==> src/tsfb_pkg.sv <==
// Shared types and constants for the TCP SYN frame builder.
// No dependencies; every other file imports this package.
package tsfb_pkg;

    localparam int FRAME_BYTES = 62;
    localparam int QUEUE_DEPTH_DEF = 4;
    localparam int CFG_INDEX_W = 3;
    localparam int CFG_DATA_W = 48;

    // configuration register indexes
    localparam logic [CFG_INDEX_W-1:0] REG_SOURCE_MAC   = 3'd0;
    localparam logic [CFG_INDEX_W-1:0] REG_DEST_MAC     = 3'd1;
    localparam logic [CFG_INDEX_W-1:0] REG_SOURCE_IP    = 3'd2;
    localparam logic [CFG_INDEX_W-1:0] REG_DEST_IP      = 3'd3;
    localparam logic [CFG_INDEX_W-1:0] REG_SOURCE_PORT  = 3'd4;
    localparam logic [CFG_INDEX_W-1:0] REG_TIME_TO_LIVE = 3'd5;

    localparam logic [15:0] SOURCE_PORT_RST = 16'd61000;
    localparam logic [7:0]  TTL_RST         = 8'd64;

    localparam logic [7:0]  IP_PROTO_TCP  = 8'h06;
    localparam logic [15:0] IP_TOTAL_LEN  = 16'(FRAME_BYTES - 14);
    localparam logic [15:0] TCP_LEN       = 16'd28;
    localparam logic [15:0] ETH_TYPE_IPV4 = 16'h0800;
    localparam logic [31:0] TCP_SEQ       = 32'hB747_4CCC;
    localparam logic [15:0] TCP_WINDOW    = 16'h4000;

    // fixed IPv4 header words: version/IHL, total length, flags
    localparam int IP_CONST_RAW = 'h4500 + int'(IP_TOTAL_LEN) + 'h4000;
    // fixed TCP words plus pseudo-header protocol and length
    localparam int TCP_CONST_RAW = int'(TCP_SEQ[31:16]) + int'(TCP_SEQ[15:0])
        + 'h7002 + int'(TCP_WINDOW) + 'h0204 + 'h05B4 + 'h0101 + 'h0402
        + int'(IP_PROTO_TCP) + int'(TCP_LEN);
    localparam int IP_CONST_F1  = (IP_CONST_RAW & 'hFFFF) + (IP_CONST_RAW >> 16);
    localparam int TCP_CONST_F1 = (TCP_CONST_RAW & 'hFFFF) + (TCP_CONST_RAW >> 16);
    localparam logic [15:0] IP_CONST  = 16'((IP_CONST_F1 & 'hFFFF) + (IP_CONST_F1 >> 16));
    localparam logic [15:0] TCP_CONST = 16'((TCP_CONST_F1 & 'hFFFF) + (TCP_CONST_F1 >> 16));

    typedef struct packed {
        logic [15:0] dest_port;
        logic [15:0] ip_ident;
    } in_item_t;

    typedef struct packed {
        logic [7:0] frame_byte;
        logic       last_byte;
    } out_item_t;

    typedef struct packed {
        logic [47:0] source_mac;
        logic [47:0] dest_mac;
        logic [31:0] source_ip;
        logic [31:0] dest_ip;
        logic [15:0] source_port;
        logic [7:0]  time_to_live;
    } cfg_t;

    // one classified probe waiting for the emitter
    typedef struct packed {
        logic [15:0] dest_port;
        logic [15:0] ip_ident;
        logic [15:0] ip_csum;
        logic [15:0] tcp_csum;
    } probe_t;

endpackage

==> src/tsfb_front.sv <==
// Front end: accepts items, computes IPv4 and TCP checksums over a short pipeline.
// Depends on tsfb_pkg; feeds tsfb_queue and takes credit back from its pops.
module tsfb_front
    import tsfb_pkg::*;
#(
    parameter int QUEUE_DEPTH = QUEUE_DEPTH_DEF
)
(
    input  logic     clk,
    input  logic     rst_n,
    input  cfg_t     cfg,
    input  logic     item_valid,
    output logic     item_stall,
    input  in_item_t item,
    input  logic     pop,
    output logic     push,
    output probe_t   push_entry,
    output logic [$clog2(QUEUE_DEPTH+1)-1:0] credit
);

    localparam int CW = $clog2(QUEUE_DEPTH + 1);

    logic [CW-1:0] credit_reg, credit_next;
    logic          accept;

    logic          v1_reg, v2_reg, v3_reg, v4_reg;
    in_item_t      it1_reg, it2_reg, it3_reg;
    logic [17:0]   addr_sum2_reg, ipb2_reg, tcpb2_reg;
    logic [18:0]   ip_sum3_reg, tcp_sum3_reg;
    probe_t        ent4_reg, ent4_next;

    logic [16:0]   ip_f1, tcp_f1;
    logic [15:0]   ip_f2, tcp_f2;

    // credit counts items in flight plus items queued, so the queue never overflows
    assign item_stall = (credit_reg == CW'(QUEUE_DEPTH));
    assign accept     = item_valid && !item_stall;
    assign credit     = credit_reg;

    always_comb
    begin
        credit_next = credit_reg;
        if (accept && !pop)
        begin
            credit_next = credit_reg + 1'b1;
        end
        else if (!accept && pop)
        begin
            credit_next = credit_reg - 1'b1;
        end
    end

    // end-around carry fold, then complement
    always_comb
    begin
        ip_f1  = 17'(ip_sum3_reg[15:0]) + 17'(ip_sum3_reg[18:16]);
        tcp_f1 = 17'(tcp_sum3_reg[15:0]) + 17'(tcp_sum3_reg[18:16]);
        ip_f2  = ip_f1[15:0] + 16'(ip_f1[16]);
        tcp_f2 = tcp_f1[15:0] + 16'(tcp_f1[16]);
        ent4_next.dest_port = it3_reg.dest_port;
        ent4_next.ip_ident  = it3_reg.ip_ident;
        ent4_next.ip_csum   = ~ip_f2;
        ent4_next.tcp_csum  = ~tcp_f2;
    end

    always_ff @(posedge clk or negedge rst_n)
    begin
        if (!rst_n)
        begin
            credit_reg <= '0;
            v1_reg     <= 1'b0;
            v2_reg     <= 1'b0;
            v3_reg     <= 1'b0;
            v4_reg     <= 1'b0;
        end
        else
        begin
            credit_reg <= credit_next;
            v1_reg     <= accept;
            v2_reg     <= v1_reg;
            v3_reg     <= v2_reg;
            v4_reg     <= v3_reg;
        end
    end

    always_ff @(posedge clk)
    begin
        if (accept)
        begin
            it1_reg <= item;
        end
        it2_reg       <= it1_reg;
        // source and destination address words appear in both sums
        addr_sum2_reg <= 18'(cfg.source_ip[31:16]) + 18'(cfg.source_ip[15:0])
                       + 18'(cfg.dest_ip[31:16]) + 18'(cfg.dest_ip[15:0]);
        ipb2_reg      <= 18'({cfg.time_to_live, IP_PROTO_TCP}) + 18'(it1_reg.ip_ident)
                       + 18'(IP_CONST);
        tcpb2_reg     <= 18'(cfg.source_port) + 18'(it1_reg.dest_port) + 18'(TCP_CONST);
        it3_reg       <= it2_reg;
        ip_sum3_reg   <= 19'(addr_sum2_reg) + 19'(ipb2_reg);
        tcp_sum3_reg  <= 19'(addr_sum2_reg) + 19'(tcpb2_reg);
        ent4_reg      <= ent4_next;
    end

    assign push       = v4_reg;
    assign push_entry = ent4_reg;

endmodule

==> src/tsfb_queue.sv <==
// Small FIFO of classified probes between front end and emitter.
// Depends on tsfb_pkg for the entry type.
module tsfb_queue
    import tsfb_pkg::*;
#(
    parameter int QUEUE_DEPTH = QUEUE_DEPTH_DEF
)
(
    input  logic   clk,
    input  logic   rst_n,
    input  logic   push,
    input  probe_t push_entry,
    input  logic   pop,
    output logic   head_valid,
    output probe_t head_entry,
    output logic [$clog2(QUEUE_DEPTH+1)-1:0] count
);

    localparam int PW = (QUEUE_DEPTH > 1) ? $clog2(QUEUE_DEPTH) : 1;
    localparam int CW = $clog2(QUEUE_DEPTH + 1);

    probe_t        mem_reg [QUEUE_DEPTH];
    logic [PW-1:0] wr_ptr_reg, rd_ptr_reg, rd_ptr_next;
    logic [CW-1:0] count_reg, count_next;
    probe_t        head_reg;
    logic          bypass;

    function automatic logic [PW-1:0] wrap_inc(input logic [PW-1:0] p);
        if (p == PW'(QUEUE_DEPTH - 1))
        begin
            return '0;
        end
        return p + 1'b1;
    endfunction

    always_comb
    begin
        count_next = count_reg;
        if (push && !pop)
        begin
            count_next = count_reg + 1'b1;
        end
        else if (!push && pop)
        begin
            count_next = count_reg - 1'b1;
        end
    end

    always_comb
    begin
        rd_ptr_next = rd_ptr_reg;
        if (pop)
        begin
            rd_ptr_next = wrap_inc(rd_ptr_reg);
        end
    end

    // head is prefetched; an item pushed into an empty queue goes straight to it
    assign bypass = push && (count_next == CW'(1));

    always_ff @(posedge clk or negedge rst_n)
    begin
        if (!rst_n)
        begin
            wr_ptr_reg <= '0;
            rd_ptr_reg <= '0;
            count_reg  <= '0;
        end
        else
        begin
            count_reg  <= count_next;
            rd_ptr_reg <= rd_ptr_next;
            if (push)
            begin
                wr_ptr_reg <= wrap_inc(wr_ptr_reg);
            end
        end
    end

    always_ff @(posedge clk)
    begin
        if (push)
        begin
            mem_reg[wr_ptr_reg] <= push_entry;
        end
        if (bypass)
        begin
            head_reg <= push_entry;
        end
        else
        begin
            head_reg <= mem_reg[rd_ptr_next];
        end
    end

    assign head_valid = (count_reg != '0);
    assign head_entry = head_reg;
    assign count      = count_reg;

endmodule

==> src/tsfb_back.sv <==
// Emitter: walks one probe through the 62 frame bytes into an output register.
// Depends on tsfb_pkg; pops probes from tsfb_queue.
module tsfb_back
    import tsfb_pkg::*;
(
    input  logic      clk,
    input  logic      rst_n,
    input  cfg_t      cfg,
    input  logic      head_valid,
    input  probe_t    head_entry,
    output logic      pop,
    output logic      result_valid,
    input  logic      result_stall,
    output out_item_t result
);

    localparam logic [5:0] LAST_POS = 6'(FRAME_BYTES - 1);

    logic       active_reg, active_next;
    logic [5:0] pos_reg, pos_next;
    probe_t     cur_reg;
    logic       res_valid_reg, res_valid_next;
    out_item_t  res_reg, res_next;
    logic       adv;
    logic       load;

    function automatic logic [7:0] byte_at(input logic [5:0] p, input cfg_t c,
                                           input probe_t e);
        logic [7:0] b;
        b = 8'h00;
        case (p)
            6'd0:  b = c.dest_mac[47:40];
            6'd1:  b = c.dest_mac[39:32];
            6'd2:  b = c.dest_mac[31:24];
            6'd3:  b = c.dest_mac[23:16];
            6'd4:  b = c.dest_mac[15:8];
            6'd5:  b = c.dest_mac[7:0];
            6'd6:  b = c.source_mac[47:40];
            6'd7:  b = c.source_mac[39:32];
            6'd8:  b = c.source_mac[31:24];
            6'd9:  b = c.source_mac[23:16];
            6'd10: b = c.source_mac[15:8];
            6'd11: b = c.source_mac[7:0];
            6'd12: b = ETH_TYPE_IPV4[15:8];
            6'd13: b = ETH_TYPE_IPV4[7:0];
            6'd14: b = 8'h45;
            6'd16: b = IP_TOTAL_LEN[15:8];
            6'd17: b = IP_TOTAL_LEN[7:0];
            6'd18: b = e.ip_ident[15:8];
            6'd19: b = e.ip_ident[7:0];
            6'd20: b = 8'h40;               // don't fragment
            6'd22: b = c.time_to_live;
            6'd23: b = IP_PROTO_TCP;
            6'd24: b = e.ip_csum[15:8];
            6'd25: b = e.ip_csum[7:0];
            6'd26: b = c.source_ip[31:24];
            6'd27: b = c.source_ip[23:16];
            6'd28: b = c.source_ip[15:8];
            6'd29: b = c.source_ip[7:0];
            6'd30: b = c.dest_ip[31:24];
            6'd31: b = c.dest_ip[23:16];
            6'd32: b = c.dest_ip[15:8];
            6'd33: b = c.dest_ip[7:0];
            6'd34: b = c.source_port[15:8];
            6'd35: b = c.source_port[7:0];
            6'd36: b = e.dest_port[15:8];
            6'd37: b = e.dest_port[7:0];
            6'd38: b = TCP_SEQ[31:24];
            6'd39: b = TCP_SEQ[23:16];
            6'd40: b = TCP_SEQ[15:8];
            6'd41: b = TCP_SEQ[7:0];
            6'd46: b = 8'h70;               // data offset 7 words
            6'd47: b = 8'h02;               // SYN
            6'd48: b = TCP_WINDOW[15:8];
            6'd49: b = TCP_WINDOW[7:0];
            6'd50: b = e.tcp_csum[15:8];
            6'd51: b = e.tcp_csum[7:0];
            // MSS 1460, two NOPs, SACK permitted
            6'd54: b = 8'h02;
            6'd55: b = 8'h04;
            6'd56: b = 8'h05;
            6'd57: b = 8'hB4;
            6'd58: b = 8'h01;
            6'd59: b = 8'h01;
            6'd60: b = 8'h04;
            6'd61: b = 8'h02;
            default: b = 8'h00;
        endcase
        return b;
    endfunction

    assign adv  = !res_valid_reg || !result_stall;
    // take the next probe on the same edge the last byte goes out
    assign load = head_valid && (!active_reg || (adv && pos_reg == LAST_POS));
    assign pop  = load;

    always_comb
    begin
        active_next    = active_reg;
        pos_next       = pos_reg;
        res_valid_next = res_valid_reg;
        res_next       = res_reg;
        if (adv)
        begin
            res_valid_next     = active_reg;
            res_next.frame_byte = byte_at(pos_reg, cfg, cur_reg);
            res_next.last_byte  = (pos_reg == LAST_POS);
            if (active_reg)
            begin
                if (pos_reg == LAST_POS)
                begin
                    active_next = 1'b0;
                    pos_next    = '0;
                end
                else
                begin
                    pos_next = pos_reg + 1'b1;
                end
            end
        end
        if (load)
        begin
            active_next = 1'b1;
            pos_next    = '0;
        end
    end

    always_ff @(posedge clk or negedge rst_n)
    begin
        if (!rst_n)
        begin
            active_reg    <= 1'b0;
            pos_reg       <= '0;
            res_valid_reg <= 1'b0;
        end
        else
        begin
            active_reg    <= active_next;
            pos_reg       <= pos_next;
            res_valid_reg <= res_valid_next;
        end
    end

    always_ff @(posedge clk)
    begin
        res_reg <= res_next;
        if (load)
        begin
            cur_reg <= head_entry;
        end
    end

    assign result_valid = res_valid_reg;
    assign result       = res_reg;

endmodule

==> src/tcp_syn_frame_builder.sv <==
// TCP SYN frame builder: one 62-byte Ethernet/IPv4/TCP SYN frame per item, one byte a cycle
// unless result_stall holds the output. A queue of QUEUE_DEPTH checksummed probes lets the
// front end keep accepting while a frame drains.
// Reset clears all control state and loads register defaults; no clearing pass.
// Depends on tsfb_pkg, tsfb_front, tsfb_queue, tsfb_back.
module tcp_syn_frame_builder
    import tsfb_pkg::*;
#(
    parameter int QUEUE_DEPTH = QUEUE_DEPTH_DEF
)
(
    input  logic                   clk,
    input  logic                   rst_n,
    input  logic                   cfg_valid,
    output logic                   cfg_ready,
    input  logic [CFG_INDEX_W-1:0] cfg_index,
    input  logic [CFG_DATA_W-1:0]  cfg_data,
    input  logic                   item_valid,
    output logic                   item_stall,
    input  in_item_t               item,
    output logic                   result_valid,
    input  logic                   result_stall,
    output out_item_t              result
);

    localparam int CW = $clog2(QUEUE_DEPTH + 1);

    cfg_t          cfg_reg;
    logic          q_push, q_pop, q_head_valid;
    probe_t        q_push_entry, q_head_entry;
    logic [CW-1:0] q_count, front_credit;

    assign cfg_ready = 1'b1;

    always_ff @(posedge clk or negedge rst_n)
    begin
        if (!rst_n)
        begin
            cfg_reg.source_mac   <= '0;
            cfg_reg.dest_mac     <= '0;
            cfg_reg.source_ip    <= '0;
            cfg_reg.dest_ip      <= '0;
            cfg_reg.source_port  <= SOURCE_PORT_RST;
            cfg_reg.time_to_live <= TTL_RST;
        end
        else if (cfg_valid && cfg_ready)
        begin
            case (cfg_index)
                REG_SOURCE_MAC:   cfg_reg.source_mac   <= cfg_data;
                REG_DEST_MAC:     cfg_reg.dest_mac     <= cfg_data;
                REG_SOURCE_IP:    cfg_reg.source_ip    <= cfg_data[31:0];
                REG_DEST_IP:      cfg_reg.dest_ip      <= cfg_data[31:0];
                REG_SOURCE_PORT:  cfg_reg.source_port  <= cfg_data[15:0];
                REG_TIME_TO_LIVE: cfg_reg.time_to_live <= cfg_data[7:0];
                default:          ;
            endcase
        end
    end

    tsfb_front #(
        .QUEUE_DEPTH(QUEUE_DEPTH)
    ) u_front (
        .clk        (clk),
        .rst_n      (rst_n),
        .cfg        (cfg_reg),
        .item_valid (item_valid),
        .item_stall (item_stall),
        .item       (item),
        .pop        (q_pop),
        .push       (q_push),
        .push_entry (q_push_entry),
        .credit     (front_credit)
    );

    tsfb_queue #(
        .QUEUE_DEPTH(QUEUE_DEPTH)
    ) u_queue (
        .clk        (clk),
        .rst_n      (rst_n),
        .push       (q_push),
        .push_entry (q_push_entry),
        .pop        (q_pop),
        .head_valid (q_head_valid),
        .head_entry (q_head_entry),
        .count      (q_count)
    );

    tsfb_back u_back (
        .clk          (clk),
        .rst_n        (rst_n),
        .cfg          (cfg_reg),
        .head_valid   (q_head_valid),
        .head_entry   (q_head_entry),
        .pop          (q_pop),
        .result_valid (result_valid),
        .result_stall (result_stall),
        .result       (result)
    );

    a_pop_needs_item: assert property (@(posedge clk) disable iff (!rst_n)
        q_pop |-> q_head_valid)
        else $error("queue popped while empty");

    a_push_has_room: assert property (@(posedge clk) disable iff (!rst_n)
        q_push |-> (q_count < CW'(QUEUE_DEPTH)) || q_pop)
        else $error("queue pushed while full");

    a_credit_covers_queue: assert property (@(posedge clk) disable iff (!rst_n)
        q_count <= front_credit)
        else $error("queue holds more items than front end accounted for");

endmodule

==> config.mk <==
export PLATFORM = sky130hd
export DESIGN_NAME = tcp_syn_frame_builder
export DESIGN_NICKNAME = d
export VERILOG_FILES = /design/src/tsfb_pkg.sv /design/src/tsfb_front.sv /design/src/tsfb_queue.sv /design/src/tsfb_back.sv /design/src/tcp_syn_frame_builder.sv
export SDC_FILE = /design/constraint.sdc
export NUM_CORES = 1
export LEC_CHECK = 0
export ABC_AREA = 1
export BUFFER_PORTS_ARGS = -buffer_cell sky130_fd_sc_hd__buf_2
export CAP_MARGIN = 10
export CORE_MARGIN = 2
export CORE_UTILIZATION = 45
export DETAILED_ROUTE_END_ITERATION = 7
export PLACE_DENSITY_LB_ADDON = 0.05
export SLEW_MARGIN = 10
export SYNTH_ARGS = -nofsm -noshare
export SYNTH_HDL_FRONTEND = slang
export SYNTH_SLANG_ARGS = --single-unit
==> constraint.sdc <==
create_clock -name clk -period 5.8 [get_ports clk]
set_clock_uncertainty 0.15 [all_clocks]
set_input_delay 1.16 -clock clk [delete_from_list [all_inputs] [get_ports clk]]
set_output_delay 1.16 -clock clk [all_outputs]
set_load 0.03 [all_outputs]
==> metrics.md, run 1 <==
| Metric | Value |
|---|---|
| WL final | `110 mm` |
| Worst path top cell family by delay | `adder cells` |
| RSZ-0062 raised after global routing | `false` |
| Total of fill cells in the finished design | `7,838` |
| Critical Path RT | `6.23 ns` |
| Fraction of layout instances using a drive strength above 1 | `0.0686` |
| VDD IR-drop max | `0.000366 V` |
| Synth Flop Type | `edfxtp_1` |
| Clock Tree Buf Depth | `3` |
| Bufs and invs on worst path | `1` |
| Setup-failing EPs final | `0` |
| Fin. Hold Viols | `0` |
| Register area share after synthesis | `0.575` |
| Largest fanout on the critical path | `4` |
| Rows | `106` |
| Post-synthesis async set-or-reset flop share | `0.242` |
| Drt pass-1 iters | `7` |
| CP Class | `register to register` |
| Post-synth EDFFs | `361` |
| Initial Util | `0.453` |
| DRT iter0 DRCs | `2,324` |
| Synthesized cell area | `37,700 um2` |
| CP Depth | `17` |
| Die Y | `294 um` |
| Seq cells post-synth | `850` |
| Clock Sinks | `850` |
| H-tree Lvls | `3` |
| Fmax | `0.256 GHz` |
| Synth top area share | `0.287` |
| Max stage delay cell, worst path | `fa_1` |
| ANT nets after route | `0` |
| Max_cap viols | `0` |
| Reg2Reg Depth | `17` |
| Hold path depth | `0` |
| Worst hold slack | `0.167 ns` |
| IO buf count | `98` |
| Worst relative slew slack | `0.244` |
| Most frequent cell on the critical path | `nand3_1` |
| Critical path arrival | `4.34 ns` |
| Vias in the first global route | `25,800` |
| Vias per inst | `5.12` |
| Die X | `294 um` |
| Gp weighted congestion | `0.945` |
| Top post-synthesis cells by area | `edfxtp_1 (29%), dfxtp_1 (15%), dfrtp_1 (13%), nand2_1 (12%), inv_1 (6.3%)` |
| CTS tree | `built` |
| Worst path max stage delay | `0.49 ns` |
| GRT Util Overall | `0.255` |
| Num CTS Buffers | `92` |
| Area growth, synth to finish | `12.4%` |
| Max-slew violations | `0` |
| Crit path capture type | `register` |
| Worst-margin pin slew | `1.13 ns` |
| Max FFs per register | `256` |
| PwrDens | `545 nW/um2` |
| DIE AREA | `86,200 um2` |
| Fin Setup TNS | `0 ns` |
| Static Leakage | `20.0 nW` |
| Diodes inserted | `0` |
| Clock tree root buffer cell | `clkbuf_16` |
| Routed vias | `27,700` |
| CORE AREA | `83,300 um2` |
| DRC viols | `0` |
| Ordered cell list for the critical path | `ha_1, fa_1, a21oi_1, o21ai_0, nand3_1, nand2_1, xnor2_1, fa_1, inv_1, ha_1, nand2_1, nor2_1, nand3_1, nand3_1, nand4_1, nand3_1, xor2_1` |
| Worst-path clk slew | `0.06 ns` |
| Crit path time final | `3.91 ns` |
| Final Cycle Share | `0.674` |
| Hold Buf Count CTS | `0` |
| Clk Latency, worst-skew pair | `0.66 ns` |
| Syn nets | `4,373` |
| Cells after synthesis | `4,143` |
| Synth cell types | `52` |
| Yosys warning total | `0` |
| First-pass GRT wire length | `164 mm` |
| Largest net degree at the start of global routing | `129` |
| DP HPWL | `77.0 mm` |
| Overflow after GRT | `0` |
| # nets final | `4,481` |
| Seq. cell area | `21,700 um2` |
| I/O Pins | `100` |
| Largest area contributor in the netlist | `edfxtp_1` |
| Antenna violations before repair | `16` |
| Footprint of the multi-input gates | `13,100 um2` |
| Worst min path class | `register to register` |
| WL per Instance | `20.3 um` |
| Status | `complete, no violations` |
| Crit start category | `register` |
| Syn avg cell area | `9.10 um2` |
| Post-CTS Setup Repair Bufs | `0` |
| Gates resized, CTS repair | `0` |
## path summary, 6_finish.rpt
check	slack [ns]	from	endpoint
worst max register to register	1.89	cfg_reg[56]	u_front.addr_sum2_reg[16]
max in group asynchronous	3.88	rst_n	cfg_reg[26]
worst min-delay path	0.17	u_front.it2_reg[15]	u_front.ent4_next[47]
worst min register to register	0.17	u_front.it2_reg[15]	u_front.ent4_next[47]
worst max-delay path	1.89	cfg_reg[56]	u_front.addr_sum2_reg[16]
min in group asynchronous	0.43	rst_n	u_front.credit[1]
## cells by family (layout without fill, tap and decap cells)
logic type,after synthesis,in the layout,share of synthesized area
other cells,1,1,0.0000994
flops,850,850,0.575
simple gates,1857,1857,0.204
xor+xnor,115,115,0.0267
compound gates,437,437,0.0644
mux,1,1,0.000299
fa+ha+maj,142,142,0.0519
buf+inv,740,928,0.0783
## cell usage after synthesis (all sizes together), types with 52 or more instances
cell and instances:
nor2 167, ha 118, o21ai 252, nand4 52, a21oi 102, xor2 70, buf 65, dfrtp 197
nand2 1230, edfxtp 361, nand3 343, dfxtp 283, inv 635
## cell type report
cell class | count | share of cell area
inverter | 635 | 0.0565
timing repair buffer | 119 | 0.0172
clock inverter | 36 | 0.0113
multi-input combinational | 2553 | 0.310
clock buffer | 138 | 0.0617
sequential | 850 | 0.511
tap | 1080 | 0.0319
## through the flow
step                setup slack, ns   util  instances  power, mW  instance area (um2)
floorplan                      1.76      -       4143       14.5                37700
global placement               1.74  0.471       5236       17.2                39300
detailed placement             1.66  0.471       5236       17.2                39300
CTS                            1.92  0.509       5410       23.2                42400
global route                   1.57  0.509       5411       24.6                42400
finish                         1.89  0.509       5411       23.1                42400
## worst register-to-register path: stages (launching register included)
cell	delay, ns
dfrtp_1	0.40
ha_1	0.30
fa_1	0.46
a21oi_1	0.31
o21ai_0	0.19
nand3_1	0.10
nand2_1	0.06
xnor2_1	0.15
fa_1	0.49
inv_1	0.04
ha_1	0.35
nand2_1	0.09
nor2_1	0.16
nand3_1	0.09
nand3_1	0.14
nand4_1	0.10
nand3_1	0.10
xor2_1	0.16
## per-layer routing
metal	up-vias	routed length, um	track usage
li1	13600	-	-
met1	13200	52200	0.381
met2	760	47300	0.381
met3	150	6940	0.0411
met4	0	3370	0.0789
met5	-	0	0
## placed cells by master, fill, tap and decap left out, drive strengths merged, types with 8 or more instances in the layout
cell       n
nor3      45
nand3    343
inv      634
nor4       9
dfstp      9
o21ai    252
nand4     52
nand2   1230
edfxtp   361
a22o       8
a211oi     8
clkinv    28
xnor2     45
a21oi    102
nor2     167
dfxtp    283
a21o       9
ha       118
o22ai     16
o211ai     9
buf      118
xor2      70
fa        24
clkbuf   139
dfrtp    197
## power breakdown
part	leakage, nW	switching [mW]	internal, mW	total [mW]
Combinational	10.2	5.27	2.55	7.83
Clock	1.50	2.49	3.46	5.95
Sequential	8.25	1.08	8.22	9.30
Power figures use the tool's default switching activity.
==> run 2: changes to the inputs <==
==> constraint.sdc (replaced) <==
create_clock -name clk -period 3.66 [get_ports clk]
set_clock_uncertainty 0.15 [all_clocks]
set_input_delay 0.732 -clock clk [delete_from_list [all_inputs] [get_ports clk]]
set_output_delay 0.732 -clock clk [all_outputs]
set_load 0.03 [all_outputs]
==> metrics.md, run 2 (synthesis results as in run 1) <==
| Metric | Value |
|---|---|
| Status | `complete, no violations` |
| Worst min path class | `input pin to register` |
| CORE AREA | `83,300 um2 (unchanged)` |
| Worst-path clk slew | `0.06 ns (about the same)` |
| Most frequent cell on the critical path | `nand3_1` |
| PwrDens | `867 nW/um2 (+59%)` |
| Worst path max stage delay | `0.49 ns (about the same)` |
| Placed cell areas | `39,800 um2 (+1.3%)` |
| ANT nets after route | `0 (unchanged)` |
| Clock tree root buffer cell | `clkbuf_16` |
| Ordered cell list for the critical path | `ha_2, fa_2, buf_4, nand3_1, nand2_2, nand3_2, o2111ai_2, xnor2_1, fa_1, inv_1, ha_4, nand2_1, nor2_2, nand3_1, nand4_1, nand3_1, nand2_1, xor2_1` |
| Final Cell Area | `43,100 um2 (+1.7%)` |
| Clock Sinks | `850 (unchanged)` |
| Fraction of layout instances using a drive strength above 1 | `0.0888 (+0.0202)` |
| Crit path capture type | `register` |
| CP Class | `register to register` |
| First-pass GRT wire length | `166 mm (+1.2%)` |
| Setup-failing EPs final | `0 (unchanged)` |
| Origin of the critical flop-to-flop path | `cfg_reg[72]` |
| Clk Latency, worst-skew pair | `0.67 ns (about the same)` |
| Crit start category | `register` |
| Gp weighted congestion | `0.918 (-2.9%)` |
| Largest fanout on the critical path | `3 (-1)` |
| RR Endpoint | `u_front.addr_sum2_reg[15]` |
| WL final | `112 mm (+1.7%)` |
| Final Cycle Share | `0.946 (+0.272)` |
| Cells after DPL | `5,282 (+0.88%)` |
| IO buf count | `98 (unchanged)` |
| Fmax | `0.289 GHz (+13%)` |
| Max_cap viols | `0 (unchanged)` |
| Reg2Reg Depth | `18 (+1)` |
| # nets final | `4,524 (+0.96%)` |
| Fin. Hold Viols | `0 (unchanged)` |
| Antenna violations before repair | `10 (-6)` |
| Vias in the first global route | `26,000 (+0.97%)` |
| Overflow after GRT | `0 (unchanged)` |
| HP Start | `item[23]` |
| Clock Tree Buf Depth | `3 (unchanged)` |
| Most common cell after layout, fill and taps aside | `nand2_1` |
| VDD IR-drop max | `0.000637 V (+74%)` |
| GRT Util Overall | `0.259 (+0.00385)` |
| Vias per inst | `5.09 (-0.58%)` |
| Die Y | `294 um (unchanged)` |
| Worst relative slew slack | `0.219 (-0.0251)` |
| Post-route insts no fill | `5,453 (+0.78%)` |
| Critical path arrival | `3.89 ns (-0.45 ns)` |
| Static Leakage | `20.3 nW (+1.6%)` |
| End of the worst hold path | `u_front.it1_reg[23]` |
| DRC viols | `0 (unchanged)` |
| Most frequent cells in the layout | `nand2_1 (1,221), inv_1 (626), edfxtp_1 (361)` |
| Routed vias | `27,800 (+0.19%)` |
| Total of fill cells in the finished design | `7,796 (-0.54%)` |
| Crit path time final | `3.46 ns (-0.446 ns)` |
| Initial Util | `0.453 (unchanged)` |
| Fin Setup TNS | `0 ns (unchanged)` |
| I/O Pins | `100 (unchanged)` |
| Max stage delay cell, worst path | `fa_1` |
| DP HPWL | `79.6 mm (+3.3%)` |
| Num CTS Buffers | `89 (-3.3%)` |
| Worst-margin pin slew | `1.16 ns (+0.0327 ns)` |
| Largest net degree at the start of global routing | `97 (-25%)` |
| Drt pass-1 iters | `5 (-2)` |
| Max-slew violations | `0 (unchanged)` |
| Critical Path RT | `4.09 ns (-2.14 ns)` |
| WL per Instance | `20.5 um (+0.90%)` |
| DIE AREA | `86,200 um2 (unchanged)` |
| Area growth, synth to finish | `14.3%` |
| Fin util | `0.518 (+0.00874)` |
| Rows | `106 (unchanged)` |
| Hold path depth | `1 (+1)` |
| H-tree Lvls | `3 (unchanged)` |
| Setup slack, reg-to-reg | `0.20 ns (-1.69 ns)` |
| CTS tree | `built` |
| DRT iter0 DRCs | `2,268 (-2.4%)` |
| Die X | `294 um (unchanged)` |
| Max FFs per register | `256 (unchanged)` |
==> run 2: timing repair <==
item                                    CTS  global route
pin swaps                                 0             4
endpoints found under the setup margin    4            16
hold buffers                              1             0
setup buffers                             0             0
hold endpoints to repair                 68             0
gates resized for setup                   3            32
==> run 2: per-stage QoR <==
step / power (mW) / setup slack [ns] / hold slack [ns]
floorplan: 23.0 / 0.0525 / 0.160
global placement: 27.7 / -0.000651 / 0.160
detailed placement: 27.7 / 0.0319 / 0.162
CTS: 37.4 / 0.0183 / 0.0448
global route: 39.8 / -0.00763 / 0.0567
finish: 37.4 / 0.196 / 0.0876
==> run 2: worst max path at each step <==
stage | depth (start not counted) | startpoint | slack [ns] | endpoint
CTS | 17 | cfg_reg[58] | 0.02 | u_front.addr_sum2_reg[16]
floorplan | 8 | item_valid | 0.05 | u_front.credit[2]
detailed placement | 17 | cfg_reg[56] | 0.03 | u_front.addr_sum2_reg[16]
global placement | 16 | cfg_reg[56] | -0.0007 | u_front.addr_sum2_reg[15]
finish | 18 | cfg_reg[72] | 0.20 | u_front.addr_sum2_reg[15]
global route | 19 | cfg_reg[72] | -0.008 | u_front.addr_sum2_reg[17]
==> run 2: final cells by class <==
type                            instances  area, um2  share of cell area
Antenna cell                            2       5.00            0.000116
Clock buffer                          123       2590              0.0601
Clock inverter                         45        579              0.0134
Inverter                              635       2390              0.0555
Multi-Input combinational cell       2553      13300               0.309
Sequential cell                       850      21700               0.503
Tap cell                             1080       1350              0.0313
Timing Repair Buffer                  165       1200              0.0279
==> run 2: critical path: cells and delay by family, from the launching register on <==
kind                     cells  cell delay (ns)
flip-flops                   1             0.38
buffers and inverters        2             0.21
AND/OR/NAND/NOR              9             0.81
XOR/XNOR                     2             0.32
AO/OA/AOI/OAI                1             0.14
adder cells (fa/ha/maj)      4             1.35
==> run 2: routing by layer <==
layer	GRT usage	part of all wire
met1	0.387	0.47
met2	0.394	0.44
met3	0.0355	0.060
met4	0.0732	0.026
met5	0	0
==> run 2: report_power, final <==
group	internal (mW)	switching, mW	leakage (nW)
sequential	13.0	1.71	8.25
combinational	4.52	8.51	10.5
clock	5.59	4.00	1.56
